### src/hdl/abvm_pkg.sv
`default_nettype none
package abvm_pkg;

	localparam int NUM_DIMS    = 5;
	localparam int VEC_W       = 6;
	localparam int WORD_W      = 5;
	localparam int BIT_W       = 5;
	localparam int FILT_W      = WORD_W + BIT_W;
	localparam int CNT_W       = FILT_W + 1;
	localparam int CHUNK_BITS  = 1 << BIT_W;
	localparam int VECS        = 1 << VEC_W;
	localparam int MAP_AW      = VEC_W + WORD_W;
	localparam int MAP_DEPTH   = 1 << MAP_AW;
	localparam int MAX_FILTERS = 1 << FILT_W;

	typedef enum logic [1:0] {
		OP_CLEAR  = 2'd0,
		OP_SET    = 2'd1,
		OP_LOOKUP = 2'd2,
		OP_NONE   = 2'd3
	} op_t;

	typedef struct packed {
		logic load;
		logic agg_rd;
		logic map_rd;
		logic scan;
		logic set_wr;
		logic clr;
		logic r_load;
		logic r_clr;
		logic out_load;
		logic out_found;
		logic out_rej;
	} cmd_t;

	typedef struct packed {
		op_t  op;
		logic ok;
		logic all_present;
		logic r_zero;
		logic m_hit;
		logic m_stop;
		logic out_free;
	} sts_t;

	function automatic logic [BIT_W-1:0] low_bit(input logic [CHUNK_BITS-1:0] v);
		logic [BIT_W-1:0] r;
		r = '0;
		for (int i = CHUNK_BITS - 1; i >= 0; i--) begin
			if (v[i]) r = BIT_W'(i);
		end
		return r;
	endfunction

endpackage
`default_nettype wire

### src/hdl/abvm_ctrl.sv
`default_nettype none
module abvm_ctrl (
	input  wire logic            clk,
	input  wire logic            arst_n,
	input  wire logic            s_tvalid,
	output logic                 s_tready,
	input  wire abvm_pkg::sts_t  sts,
	output abvm_pkg::cmd_t       cmd
);
	import abvm_pkg::*;

	typedef enum logic [2:0] {
		ST_IDLE, ST_RD, ST_EVAL, ST_SCAN, ST_MEVAL, ST_RES_ZERO, ST_RES_REJ
	} state_t;

	state_t state_q, state_d;

	assign s_tready = (state_q == ST_IDLE);

	always_comb begin
		cmd     = '0;
		state_d = state_q;
		unique case (state_q)
			ST_IDLE: begin
				if (s_tvalid) begin
					cmd.load = 1'b1;
					state_d  = ST_RD;
				end
			end
			ST_RD: begin
				cmd.agg_rd = 1'b1;
				cmd.map_rd = 1'b1;
				unique case (sts.op)
					OP_CLEAR: begin
						cmd.clr = 1'b1;
						state_d = ST_RES_ZERO;
					end
					OP_SET:    state_d = sts.ok ? ST_EVAL : ST_RES_REJ;
					OP_LOOKUP: state_d = sts.all_present ? ST_EVAL : ST_RES_ZERO;
					default:   state_d = ST_RES_ZERO;
				endcase
			end
			ST_EVAL: begin
				if (sts.op == OP_SET) begin
					cmd.set_wr = 1'b1;
					state_d    = ST_RES_ZERO;
				end else begin
					cmd.r_load = 1'b1;
					state_d    = ST_SCAN;
				end
			end
			ST_SCAN: begin
				if (sts.r_zero) begin
					state_d = ST_RES_ZERO;
				end else begin
					cmd.scan   = 1'b1;
					cmd.map_rd = 1'b1;
					state_d    = ST_MEVAL;
				end
			end
			ST_MEVAL: begin
				priority if (sts.m_hit) begin
					if (sts.out_free) begin
						cmd.out_load  = 1'b1;
						cmd.out_found = 1'b1;
						state_d       = ST_IDLE;
					end
				end else if (sts.m_stop) begin
					state_d = ST_RES_ZERO;
				end else begin
					cmd.r_clr = 1'b1;
					state_d   = ST_SCAN;
				end
			end
			ST_RES_ZERO: begin
				if (sts.out_free) begin
					cmd.out_load = 1'b1;
					state_d      = ST_IDLE;
				end
			end
			ST_RES_REJ: begin
				if (sts.out_free) begin
					cmd.out_load = 1'b1;
					cmd.out_rej  = 1'b1;
					state_d      = ST_IDLE;
				end
			end
			default: state_d = ST_IDLE;
		endcase
	end

	always_ff @(posedge clk or negedge arst_n) begin
		if (!arst_n) state_q <= ST_IDLE;
		else state_q <= state_d;
	end

endmodule
`default_nettype wire

### config.mk
export PLATFORM = sky130hd
export DESIGN_NAME = abvm_ctrl
export DESIGN_NICKNAME = d
export VERILOG_FILES = /design/src/hdl/abvm_pkg.sv /design/src/hdl/abvm_ctrl.sv
export SDC_FILE = /design/constraint.sdc
export NUM_CORES = 1
export LEC_CHECK = 0
export ABC_AREA = 1
export BUFFER_PORTS_ARGS = -buffer_cell sky130_fd_sc_hd__buf_4
export CORE_AREA = 2 2 39 41
export CTS_BUF_LIST = sky130_fd_sc_hd__clkbuf_2
export DETAILED_ROUTE_END_ITERATION = 10
export DIE_AREA = 0 0 41 43
export PLACE_DENSITY = 0.69
export SYNTH_ARGS = -nofsm -noshare
export SYNTH_HDL_FRONTEND = slang
export SYNTH_SLANG_ARGS = --single-unit
### constraint.sdc
create_clock -name clk -period 1.1 [get_ports clk]
set_input_delay 0.22 -clock clk [delete_from_list [all_inputs] [get_ports clk]]
set_output_delay 0.22 -clock clk [all_outputs]
set_load 0.01 [all_outputs]
After elaboration in Yosys (flattened, before gate mapping). Cells that the tools add are included.

Flip-flop bits (word level): 3. Bits of input ports: 11. Output and inout port bits: 12. Logic and storage cells: 44.

Eq/ne operators: 9. Muxes and demuxes: 31. Reduce and logical (&&, ||, !) cells: 3.

Operator list (number): 3-bit two-way mux (7); 3-bit one-hot mux with 6 select lines (1); 1-bit two-way mux (17); 3-bit equality test (second input constant) (3); 3-bit by 2-bit equality test with 1-bit output (second input constant) (2); 2-bit two-way mux (3); 3-bit one-hot mux with 2 select lines (1); 1-bit one-hot mux with 2 select lines (2); 3-bit by 1-bit equality test with 1-bit output (second input constant) (1); 3-bit logical NOT (1); 2-bit by 1-bit equality test with 1-bit output (second input constant) (1); 2-bit equality test (second input constant) (1); 2-bit logical NOT (1); 2-bit != test (second input constant) (1); 2-bit OR reduction (1).

Logic depth before layout (Yosys ltp). Gate-level depths: netlist (run 1).

Word-level depth: 3. Gate-level depth with buffers: 8. Depth with buffers taken out: 8.

Worst setup path after synthesis (run 1). OpenSTA, ideal clock, no wires.

Kind: register to output. From: register state_q[1]. To: output port cmd[2] in the netlist's numbering. Arrival: 0.986 ns. Data required time: 0.880 ns. Path slack: -0.106 ns. Cell stages (with the launch flop): 5. Path buffers: 1. Path through: dfrtp_1 -> clkbuf_8 -> nor2_4 -> nand2_1 -> o21ai_0.

RTL lines: start: declaration (RTL line abvm_ctrl.sv:16) `state_t state_q, state_d;`; start signal: assignment (RTL line abvm_ctrl.sv:94) `else state_q <= state_d;`; end: declaration (RTL line abvm_ctrl.sv:8) `output abvm_pkg::cmd_t cmd`.

==> parameters.txt, run 1 <==
Parameter                              Value

Hold path
  Min-delay worst type ... in -> reg
  Launch point of the worst hold path ... s_tvalid
  Min-Delay Endpoint ... state_q[0]
  Worst hold stages ... 3

Final layout
  Net count, final ... 136
  Final cell count without fillers ... 137
  Number of diodes ... 0
  Largest registers ... state_q (3)
  Reg with most FFs ... state_q
  Number of flip-flops in the largest register ... 3
  Area grow syn2layout ... 112%
  Share of post-route cells with drive strength above 1 ... 60.3%

Pwr
  Lkg Pwr ... 0.513 nW
  Internal ... 1.19 mW
  Power per unit of standard cell area ... 2370 nW/µm²
  Clock power frac ... 7.2%
  Net load switching power ... 0.963 mW
  Sum of internal, switching and leakage power ... 2.15 mW
  Proportion of power drawn by flip-flops and latches ... 14.0%
  Largest vdd supply drop ... 1.04 mV
  Combinational group share of total power ... 78.7%
  Switching part of the total power ... 44.8%

Critical path
  Startpoint type of the worst setup path ... flop
  Maximum fanout encountered on the critical timing path ... 5
  Setup slack on the worst flop-to-flop path ... -170 ps
  Arrival time worst endpoint ... 1220 ps
  Crit path required time ... 880 ps
  Count of cells along the worst register-to-register path ... 8
  R2R Path Start ... state_q[0]
  CP endpoint kind ... primary output
  CP Launch Point ... state_q[0]
  Critical R2R Capture ... state_q[0]
  Worst Path Class, Setup ... reg -> out

Synth
  Leading cell type by number of instances after synthesis ... sky130_fd_sc_hd__nand2_1
  Number of distinct standard cells referenced by the synthesized netlist ... 20
  Number of enable flip-flop cells after synthesis ... 0
  Post-synth top area cell ... sky130_fd_sc_hd__dfrtp_1
  Top post-synthesis cells by count ... sky130_fd_sc_hd__nand2_1 (19), sky130_fd_sc_hd__inv_1 (14), sky130_fd_sc_hd__nor2_1 (10)
  Net Count, Synth ... 87
  Dominant cells by area after synthesis ... sky130_fd_sc_hd__dfrtp_1 (17%), sky130_fd_sc_hd__nand2_1 (17%), sky130_fd_sc_hd__inv_1 (12%)
  Proportion of netlist area held by the largest area contributor ... 17.5%
  Synthesized area per cell ... 5.88 µm²
  Number of warnings printed during yosys synthesis ... 0
  Seq/Total Area, Yosys ... 17.5%
  Post-synthesis async set-or-reset flop share ... 100%
  Post-Syn Instances ... 73
  Post-synth design cell area ... 429 µm²
  Seq cells post-synth ... 3
  Top FF cell, synth ... sky130_fd_sc_hd__dfrtp_1

Global route
  Vias in the first global route ... 625
  Overall routing resource usage ... 19.8%
  Pin count of the biggest net entering global routing ... 7
  Wire length of the first global-routing pass ... 2.37 mm
  Antenna violations before repair ... 0
  Total overflow reported by the global router ... 0

Outcome
  Result of the run ... complete, but fails checks
  Violated checks ... negative setup slack

STA
  Post-route clock skew ... 1.71 ps
  Accumulated negative setup slack ... -3750 ps
  Final Cycle Share ... 131%
  Max-slew violation count ... 0
  Slew at the pin closest to its max-slew limit ... 171 ps
  RSZ-0062 raised after global routing ... true
  Final setup violation count ... 15
  Smallest setup slack after layout ... -344 ps
  Post-Route Hold Slack ... 315 ps
  Shortest clock period the worst path allows after layout ... 1440 ps
  Maximum operating frequency ... 692 MHz
  Final Hold Viols ... 0
  Normalized max-slew margin ... 88.5%

Clock tree
  TritonCTS clock tree ... yes
  Clock transition at the register clock pins on the worst setup and hold paths after CTS ... 40 ps
  Later-pin clock latency in the skew report ... 210 ps
  Clock net sink count ... 3
  Maximum clock insertion buffer count ... 2
  H-tree levels ... 1
  Root Buffer ... sky130_fd_sc_hd__clkbuf_2
  TritonCTS Buffers ... 3

Routing
  Final ANT Viol Nets ... 0
  Routed wire length ... 1.63 mm
  Vias after detailed routing ... 649
  Detailed-route vias per instance ... 4.74
  DRT Pass-1 Iters ... 4
  Average detailed-routed wire length per instance ... 11.9 µm
  Drt first-iter violations ... 12
  DRC violation count after routing ... 0

Floorplanning
  Die X-Extent ... 41 µm
  Number of core rows ... 14
  Die Outline Area ... 1760 µm²
  Y dimension of the die ... 43 µm
  Number of top-level design ports ... 23
  Initial core utilization ... 31.0%
  Total core area ... 1380 µm²

Placement
  Worst slack at placement ... -149 ps
  RePlAce Congestion ... 0.793
  # placed instances ... 124
  Port buffer count ... 22
  Post-DP HPWL ... 1.12 mm

Job
  Max-cap violation count ... 0
## worst max-delay path by stage
stage,slack [ps],cells past startpoint,end
floorplan,-20,4,cmd[8]
global placement,-130,5,cmd[8]
detailed placement,-150,5,cmd[8]
CTS,-300,4,cmd[2]
global route,-400,5,cmd[2]
finish,-340,5,cmd[2]
## worst max-delay path, cell delays in order (launching register included)
cell and delay [ps]:
sky130_fd_sc_hd__dfrtp_2 460, sky130_fd_sc_hd__nor2_4 200, sky130_fd_sc_hd__inv_2 60, sky130_fd_sc_hd__nand4_1 100, sky130_fd_sc_hd__o21ai_2 60, sky130_fd_sc_hd__buf_4 140
## cell usage in the layout, fill, tap and decap left out, types with 4 or more instances in the layout
| cell type | count |
|---|---|
| sky130_fd_sc_hd__clkbuf_2 | 4 |
| sky130_fd_sc_hd__buf_6 | 11 |
| sky130_fd_sc_hd__nand2_1 | 16 |
| sky130_fd_sc_hd__inv_1 | 11 |
| sky130_fd_sc_hd__inv_2 | 6 |
| sky130_fd_sc_hd__buf_4 | 33 |
| sky130_fd_sc_hd__nand4_1 | 4 |
| sky130_fd_sc_hd__nor2_4 | 4 |
| sky130_fd_sc_hd__nor2_1 | 6 |
## through the flow
stage          cell area [µm²]  util [%]
6_report                   908      65.6
5_1_grt                    908      65.6
4_1_cts                    872      63.0
3_5_place_dp               728      52.6
2_1_floorplan              452         -
3_3_place_gp               728      52.6
## cells by family (layout without fill, tap and decap cells)
logic type,count (synthesis),count (layout),synth area share [%]
fa+ha+maj,3,3,8.75
compound gates,4,4,5.25
flops,3,3,17.5
buf+inv,18,66,18.1
simple gates,45,45,50.4
## power groups by stage
stage / logic, mW / clock network, mW / registers, mW
2_1_floorplan: 0.625 / 0 / 0.258
3_3_place_gp: 1.18 / 0 / 0.291
3_5_place_dp: 1.19 / 0 / 0.297
4_1_cts: 1.54 / 0.155 / 0.303
5_1_grt: 1.82 / 0.171 / 0.310
6_report: 1.69 / 0.155 / 0.302
## metal layers
metal | track usage [%] | part of all wire [%]
met1 | 18.8 | 38
met2 | 38.8 | 56
met3 | 1.57 | 4.6
met4 | 8.00 | 1.8
met5 | 0 | 0
## cell type report
class / instances / area, µm²
tap: 16 / 20.0
timing repair buffer: 45 / 382
sequential: 3 / 78.8
fill: 133 / 475
inverter: 17 / 63.8
clock buffer: 4 / 20.0
multi-input combinational: 52 / 344
## repair_timing
| action | CTS | global route |
|---|---|---|
| pin swaps | 10 | 12 |
| hold buffers | 1 | 0 |
| buffers inserted | 6 | 4 |
| gates cloned | 0 | 0 |
| setup endpoints to repair | 15 | 15 |
| hold endpoints to repair | 3 | 0 |
| resized for setup | 21 | 8 |
Note: power is estimated with default switching activity, not from simulation.
==> inputs of run 2 (changes only) <==
ABC_CLOCK_PERIOD_IN_PS = 1100   (was not set)
PLACE_DENSITY = not set   (was 0.69)
PLACE_DENSITY_LB_ADDON = 0.2   (was not set)
==> run 2 against run 1 <==
- the flow still finishes with violations (negative setup slack)
- maximum frequency rose by 0.77%
- utilization rose by 2.4 points
- via count fell by 1.5%
- highest routed layer unchanged
- routed wire length fell by 5.7%
- critical path type unchanged
- clock-buffer cell count did not move
- largest power group unchanged
- critical path depth fell by 1
- sequential share of layout area fell by 0.30 points
==> parameters.txt, run 2 (synthesis results as in run 1) <==
Parameter                              Value

Placement
  RePlAce Congestion ... 0.757 (-4.6%)
  Port buffer count ... 22 (unchanged)
  # placed instances ... 124 (unchanged)
  Post-DP HPWL ... 1.04 mm (-6.9%)

Floorplanning
  Y dimension of the die ... 43 µm (unchanged)
  Number of top-level design ports ... 23 (unchanged)
  Initial core utilization ... 31.0% (unchanged)
  Die Outline Area ... 1760 µm² (unchanged)
  Number of core rows ... 14 (unchanged)
  Total core area ... 1380 µm² (unchanged)
  Die X-Extent ... 41 µm (unchanged)

Global route
  Pin count of the biggest net entering global routing ... 6 (-1)
  Overall routing resource usage ... 18.5% (-1.3 points)
  Antenna violations before repair ... 0 (unchanged)
  Total overflow reported by the global router ... 0 (unchanged)
  Wire length of the first global-routing pass ... 2.30 mm (-2.6%)
  Vias in the first global route ... 589 (-5.8%)

STA
  RSZ-0062 raised after global routing ... true
  Slew at the pin closest to its max-slew limit ... 204 ps (+32.3 ps)
  Post-Route Hold Slack ... 281 ps (-33.8 ps)
  Final setup violation count ... 15 (unchanged)
  Post-route clock skew ... 2.62 ps (+0.905 ps)
  Maximum operating frequency ... 698 MHz (+0.77%)
  Final Hold Viols ... 0 (unchanged)
  Max-slew violation count ... 0 (unchanged)
  Shortest clock period the worst path allows after layout ... 1430 ps (-11.1 ps)
  Smallest setup slack after layout ... -333 ps (+11.1 ps)
  Accumulated negative setup slack ... -3510 ps (+239 ps)
  Final Cycle Share ... 130% (-1.0 points)
  Normalized max-slew margin ... 86.4% (-2.1 points)

Pwr
  Internal ... 1.23 mW (+3.4%)
  Combinational group share of total power ... 78.8% (about the same)
  Lkg Pwr ... 0.521 nW (+1.5%)
  Largest vdd supply drop ... 1.04 mV (-0.13%)
  Clock power frac ... 6.9% (-0.3 points)
  Proportion of power drawn by flip-flops and latches ... 14.3% (+0.3 points)
  Switching part of the total power ... 44.8% (about the same)
  Power per unit of standard cell area ... 2360 nW/µm² (-0.23%)
  Net load switching power ... 0.994 mW (+3.3%)

Critical path
  CP endpoint kind ... primary output
  Arrival time worst endpoint ... 1210 ps (about the same)
  Startpoint type of the worst setup path ... flop
  Setup slack on the worst flop-to-flop path ... -210 ps (-40 ps)
  Crit path required time ... 880 ps (about the same)
  R2R Path Start ... state_q[1]
  Library cell contributing the largest single delay on the critical path ... sky130_fd_sc_hd__dfrtp_2
  Maximum fanout encountered on the critical timing path ... 4 (-1)
  Critical R2R Capture ... state_q[0]
  Cell breakdown of the critical path ... nor2_4, nand2_4, nor2_2, buf_4
  Worst Path Class, Setup ... reg -> out
  Critical Path Sink ... cmd[3]
  CP Launch Point ... state_q[1]
  Count of cells along the worst register-to-register path ... 8 (unchanged)
  Highest cell delay on the worst timing path ... 460 ps (about the same)

Final layout
  Largest registers ... state_q (3)
  Area grow syn2layout ... 119%
  Number of diodes ... 0 (unchanged)
  Commonest cells after routing, fill and taps aside ... sky130_fd_sc_hd__buf_4 (31), sky130_fd_sc_hd__nand2_1 (15), sky130_fd_sc_hd__buf_6 (14)
  Final cell count without fillers ... 138 (+0.73%)
  Reg with most FFs ... state_q
  Most common cell after layout, fill and taps aside ... sky130_fd_sc_hd__buf_4
  Utilization of the core after routing ... 68.0% (+2.4 points)
  Net count, final ... 137 (+0.74%)
  Number of flip-flops in the largest register ... 3 (unchanged)
  Share of post-route cells with drive strength above 1 ... 63.1% (+2.8 points)

Clock tree
  TritonCTS clock tree ... yes
  TritonCTS Buffers ... 3 (unchanged)
  Root Buffer ... sky130_fd_sc_hd__clkbuf_2
  Maximum clock insertion buffer count ... 2 (unchanged)
  Later-pin clock latency in the skew report ... 200 ps (about the same)
  H-tree levels ... 1 (unchanged)
  Clock net sink count ... 3 (unchanged)
  Clock transition at the register clock pins on the worst setup and hold paths after CTS ... 50 ps (about the same)

Routing
  Final ANT Viol Nets ... 0 (unchanged)
  Drt first-iter violations ... 12 (unchanged)
  DRT Pass-1 Iters ... 4 (unchanged)
  Vias after detailed routing ... 639 (-1.5%)
  Routed wire length ... 1.53 mm (-5.7%)
  Average detailed-routed wire length per instance ... 11.1 µm (-6.3%)
  DRC violation count after routing ... 0 (unchanged)
  Detailed-route vias per instance ... 4.63 (-2.3%)

Hold path
  Min-delay worst type ... in -> reg
  Launch point of the worst hold path ... s_tvalid

Outcome
  Result of the run ... complete, but fails checks
  Violated checks ... negative setup slack

Job
  Max-cap violation count ... 0 (unchanged)
==> run 2: changes by cell type in the layout (fill, tap and decap cells not counted), sizes merged <==
cell / delta
buf: +1
==> run 2: routing by layer <==
layer,share of wire (%),vias to the layer above,GRT usage [%]
li1,-,322,-
met1,37,293,21.8
met2,57,22,34.7
met3,5.8,2,0
met4,0.59,0,4.00
met5,0,-,0
==> run 2: how the worst min path moves through the flow <==
| stage | to | cells after the start | slack, ps |
|---|---|---|---|
| finish | state_q[0] | 3 | 280 |
| CTS | state_q[0] | 3 | 290 |
| floorplan | state_q[0] | 0 | -80 |
| global route | state_q[0] | 3 | 290 |
| detailed placement | state_q[1] | 1 | 10 |
| global placement | state_q[1] | 1 | 10 |
==> run 2: what timing repair did <==
item | CTS | global route
gates resized for setup | 23 | 13
endpoints found under the hold margin | 3 | 0
pin swaps | 12 | 2
setup buffers | 7 | 5
hold buffers | 1 | 0
endpoints found under the setup margin | 15 | 15
==> run 2: worst max-delay path: cells and delay by family (launching register included) <==
family | cells | cell delay (ps)
AND/OR/NAND/NOR | 3 | 410
buffers and inverters | 1 | 140
flip-flops | 1 | 460
==> run 2: through the flow <==
step	setup WS [ps]	total power, mW	area [µm²]
final	-333	2.22	941
after global routing	-392	2.38	941
after CTS	-301	1.95	873
after detailed placement	-171	1.43	728
after global placement	-145	1.43	728
after floorplan	-22.0	0.883	452
==> run 2: final cells by class <==
type | instances | area (µm²)
sequential | 3 | 78.8
multi-input combinational | 52 | 355
clock buffer | 4 | 20.0
tap | 16 | 20.0
timing repair buffer | 46 | 400
inverter | 17 | 66.3
fill | 121 | 443
==> run 2: power by group through the flow <==
stage | Combinational, mW | Sequential, mW | Clock, mW
3_5_place_dp | 1.13 | 0.303 | 0
4_1_cts | 1.49 | 0.310 | 0.157
2_1_floorplan | 0.625 | 0.258 | 0
5_1_grt | 1.89 | 0.321 | 0.166
6_report | 1.75 | 0.318 | 0.153
3_3_place_gp | 1.13 | 0.301 | 0
==> inputs of run 3 (changes only) <==
--- a/config.mk
+++ b/config.mk
@@ -13,5 +13,7 @@
 export DETAILED_ROUTE_END_ITERATION = 10
 export DIE_AREA = 0 0 41 43
+export GPL_TIMING_DRIVEN = 0
 export PLACE_DENSITY_LB_ADDON = 0.2
+export REMOVE_ABC_BUFFERS = 1
 export SYNTH_ARGS = -nofsm -noshare
 export SYNTH_HDL_FRONTEND = slang
==> constraint.sdc (replaced) <==
create_clock -name clk -period 1.1 [get_ports clk]
set_input_delay 0.33 -clock clk [delete_from_list [all_inputs] [get_ports clk]]
set_output_delay 0.33 -clock clk [all_outputs]
set_load 0.01 [all_outputs]
==> run 3 against run 2 <==
- global-route usage shrank 3.7 points
- cell area fell by 8.4%
- sequential power about the same
- combinational power shrank 11%
- the run still ends with negative setup slack left
- register-to-register slack worse by 130 ps
- sequential share of layout area rose by 0.77 points
- hold slack improved by 100 ps
- routed wire length down 14%
- clock power is 3% higher
- clock-buffer cell count did not move
==> parameters.txt, run 3 (synthesis results as in run 1) <==
Parameter                              Value

Pwr
  Net load switching power ... 0.896 mW (-9.9%)
  Power per unit of standard cell area ... 2360 nW/µm² (about the same)
  Clock power frac ... 7.8% (+0.9 points)
  Largest vdd supply drop ... 1.01 mV (-2.5%)
  Switching part of the total power ... 44.0% (-0.71 points)
  Combinational group share of total power ... 76.6% (-2.2 points)
  Internal ... 1.14 mW (-7.3%)
  Proportion of power drawn by flip-flops and latches ... 15.6% (+1.3 points)
  Lkg Pwr ... 0.478 nW (-8.2%)

Job
  Max-cap violation count ... 0 (unchanged)

Final layout
  Area grow syn2layout ... 101%
  Commonest cells after routing, fill and taps aside ... sky130_fd_sc_hd__buf_4 (28), sky130_fd_sc_hd__nand2_1 (14), sky130_fd_sc_hd__inv_1 (12)
  Storage cell area ... 78.8 µm² (unchanged)
  Fill count ... 132 (+9.1%)
  Combined area of the multi-input logic cells ... 335 µm² (-5.6%)
  Reg with most FFs ... state_q
  Share of post-route cells with drive strength above 1 ... 59.1% (-4.0 points)
  Largest registers ... state_q (3)
  Number of diodes ... 0 (unchanged)
  Net count, final ... 130 (-5.1%)
  Final cell count without fillers ... 131 (-5.1%)
  Most common cell after layout, fill and taps aside ... sky130_fd_sc_hd__buf_4
  Number of flip-flops in the largest register ... 3 (unchanged)

Clock tree
  Later-pin clock latency in the skew report ... 210 ps (about the same)
  TritonCTS clock tree ... yes
  Clock net sink count ... 3 (unchanged)
  Clock transition at the register clock pins on the worst setup and hold paths after CTS ... 50 ps (about the same)
  Root Buffer ... sky130_fd_sc_hd__clkbuf_2
  Maximum clock insertion buffer count ... 2 (unchanged)
  H-tree levels ... 1 (unchanged)
  TritonCTS Buffers ... 3 (unchanged)

Outcome
  Violated checks ... negative setup slack
  Result of the run ... complete, but fails checks

STA
  Slew at the pin closest to its max-slew limit ... 203 ps (-0.569 ps)
  Post-route clock skew ... 12.7 ps (+10.1 ps)
  RSZ-0062 raised after global routing ... true
  Shortest clock period the worst path allows after layout ... 1530 ps (+101 ps)
  Final Cycle Share ... 139% (+9.2 points)
  Maximum operating frequency ... 652 MHz (-6.6%)
  Normalized max-slew margin ... 86.5% (about the same)
  Max-slew violation count ... 0 (unchanged)
  Final Hold Viols ... 0 (unchanged)
  Smallest setup slack after layout ... -434 ps (-101 ps)
  Final setup violation count ... 15 (unchanged)

Critical path
  Cell breakdown of the critical path ... inv_2, nand3_2, inv_2, or2_1, buf_4
  Library cell contributing the largest single delay on the critical path ... sky130_fd_sc_hd__dfrtp_2
  Worst Path Class, Setup ... reg -> out
  Cell repeated most along the worst path ... sky130_fd_sc_hd__inv_2
  CP endpoint kind ... primary output
  Arrival time worst endpoint ... 1200 ps (about the same)
  R2R Path Start ... state_q[1]
  Maximum fanout encountered on the critical timing path ... 5 (+1)
  Highest cell delay on the worst timing path ... 470 ps (about the same)
  Critical R2R Capture ... state_q[0]
  Total buffers and inverters traversed by the critical path ... 3 (+2)
  Crit path required time ... 770 ps (-110 ps)
  CP delay by family, top ... flip-flops
  Total stage count of the critical path ... 5 (+1)
  Count of cells along the worst register-to-register path ... 8 (unchanged)
  Startpoint type of the worst setup path ... flop
  Critical Path Sink ... cmd[8]
  CP Launch Point ... state_q[1]
  Setup slack on the worst flop-to-flop path ... -340 ps (-130 ps)

Routing
  Average detailed-routed wire length per instance ... 10.1 µm (-9.1%)
  Drt first-iter violations ... 20 (+8)
  Vias after detailed routing ... 611 (-4.4%)
  DRC violation count after routing ... 0 (unchanged)
  Final ANT Viol Nets ... 0 (unchanged)
  DRT Pass-1 Iters ... 4 (unchanged)
  Routed wire length ... 1.32 mm (-14%)
  Detailed-route vias per instance ... 4.66 (+0.73%)

Floorplanning
  Die Outline Area ... 1760 µm² (unchanged)
  Initial core utilization ... 31.0% (unchanged)
  Die X-Extent ... 41 µm (unchanged)
  Number of core rows ... 14 (unchanged)
  Y dimension of the die ... 43 µm (unchanged)
  Total core area ... 1380 µm² (unchanged)
  Number of top-level design ports ... 23 (unchanged)

Global route
  Antenna violations before repair ... 0 (unchanged)
  Pin count of the biggest net entering global routing ... 7 (+1)
  Wire length of the first global-routing pass ... 1.79 mm (-22%)
  Total overflow reported by the global router ... 0 (unchanged)
  Overall routing resource usage ... 14.9% (-3.7 points)
  Vias in the first global route ... 471 (-20%)

Hold path
  Launch point of the worst hold path ... s_tvalid
  Min-delay worst type ... in -> reg
  Worst hold stages ... 3 (unchanged)

Placement
  # placed instances ... 110 (-11%)
  RePlAce Congestion ... 0.687 (-9.3%)
  Worst slack at placement ... -378 ps (-207 ps)
  Port buffer count ... 22 (unchanged)
  Post-DP HPWL ... 835 µm (-20%)
==> run 3: worst min path at each step <==
stage | to | slack (ps)
floorplan | state_q[0] | 30
global placement | state_q[2] | 120
detailed placement | state_q[2] | 120
CTS | state_q[0] | 380
global route | state_q[0] | 370
finish | state_q[0] | 380
==> run 3: repair_timing <==
item	CTS	global route
hold buffers	1	0
resized for setup	25	7
pin swaps	9	3
buffers inserted	14	3
hold endpoints to repair	3	0
endpoints found under the setup margin	14	15
==> run 3: final cells by class <==
type	instances	share of cell area, %
Sequential cell	3	9.14
Inverter	17	7.69
Multi-Input combinational cell	52	38.9
Tap cell	16	2.32
Clock buffer	4	2.32
Timing Repair Buffer	39	39.6
==> run 3: power groups by stage <==
stage	sequential, mW	clock (mW)	combinational (mW)
final	0.318	0.158	1.56
after global routing	0.326	0.173	1.68
after CTS	0.312	0.160	1.44
after detailed placement	0.296	0	0.825
after global placement	0.297	0	0.828
after floorplan	0.264	0	0.522
==> run 3: metal layers <==
layer,wire length (µm),GRT usage [%],up-vias,share of wire [%]
met3,74,1.57,0,5.6
met4,0,8.00,0,0
met5,0,0,-,0
met1,521,17.7,277,39
met2,726,24.4,24,55
li1,-,-,310,-
==> run 3: metrics by stage <==
| step | area (µm²) | hold slack (ps) | power [mW] | utilization, % | TNS (ps) |
|---|---|---|---|---|---|
| floorplan | 415 | 34.4 | 0.787 | - | -1120 |
| global placement | 601 | 119 | 1.13 | 43.4 | -3170 |
| detailed placement | 601 | 119 | 1.12 | 43.4 | -3130 |
| CTS | 815 | 379 | 1.91 | 58.9 | -5010 |
| global route | 862 | 368 | 2.18 | 62.3 | -5950 |
| finish | 862 | 382 | 2.03 | 62.3 | -5140 |
==> run 3: tightest hold or removal path: stages <==
cell and delay [ps]:
sky130_fd_sc_hd__buf_4 90, sky130_fd_sc_hd__nor2_2 30, sky130_fd_sc_hd__a21oi_1 100
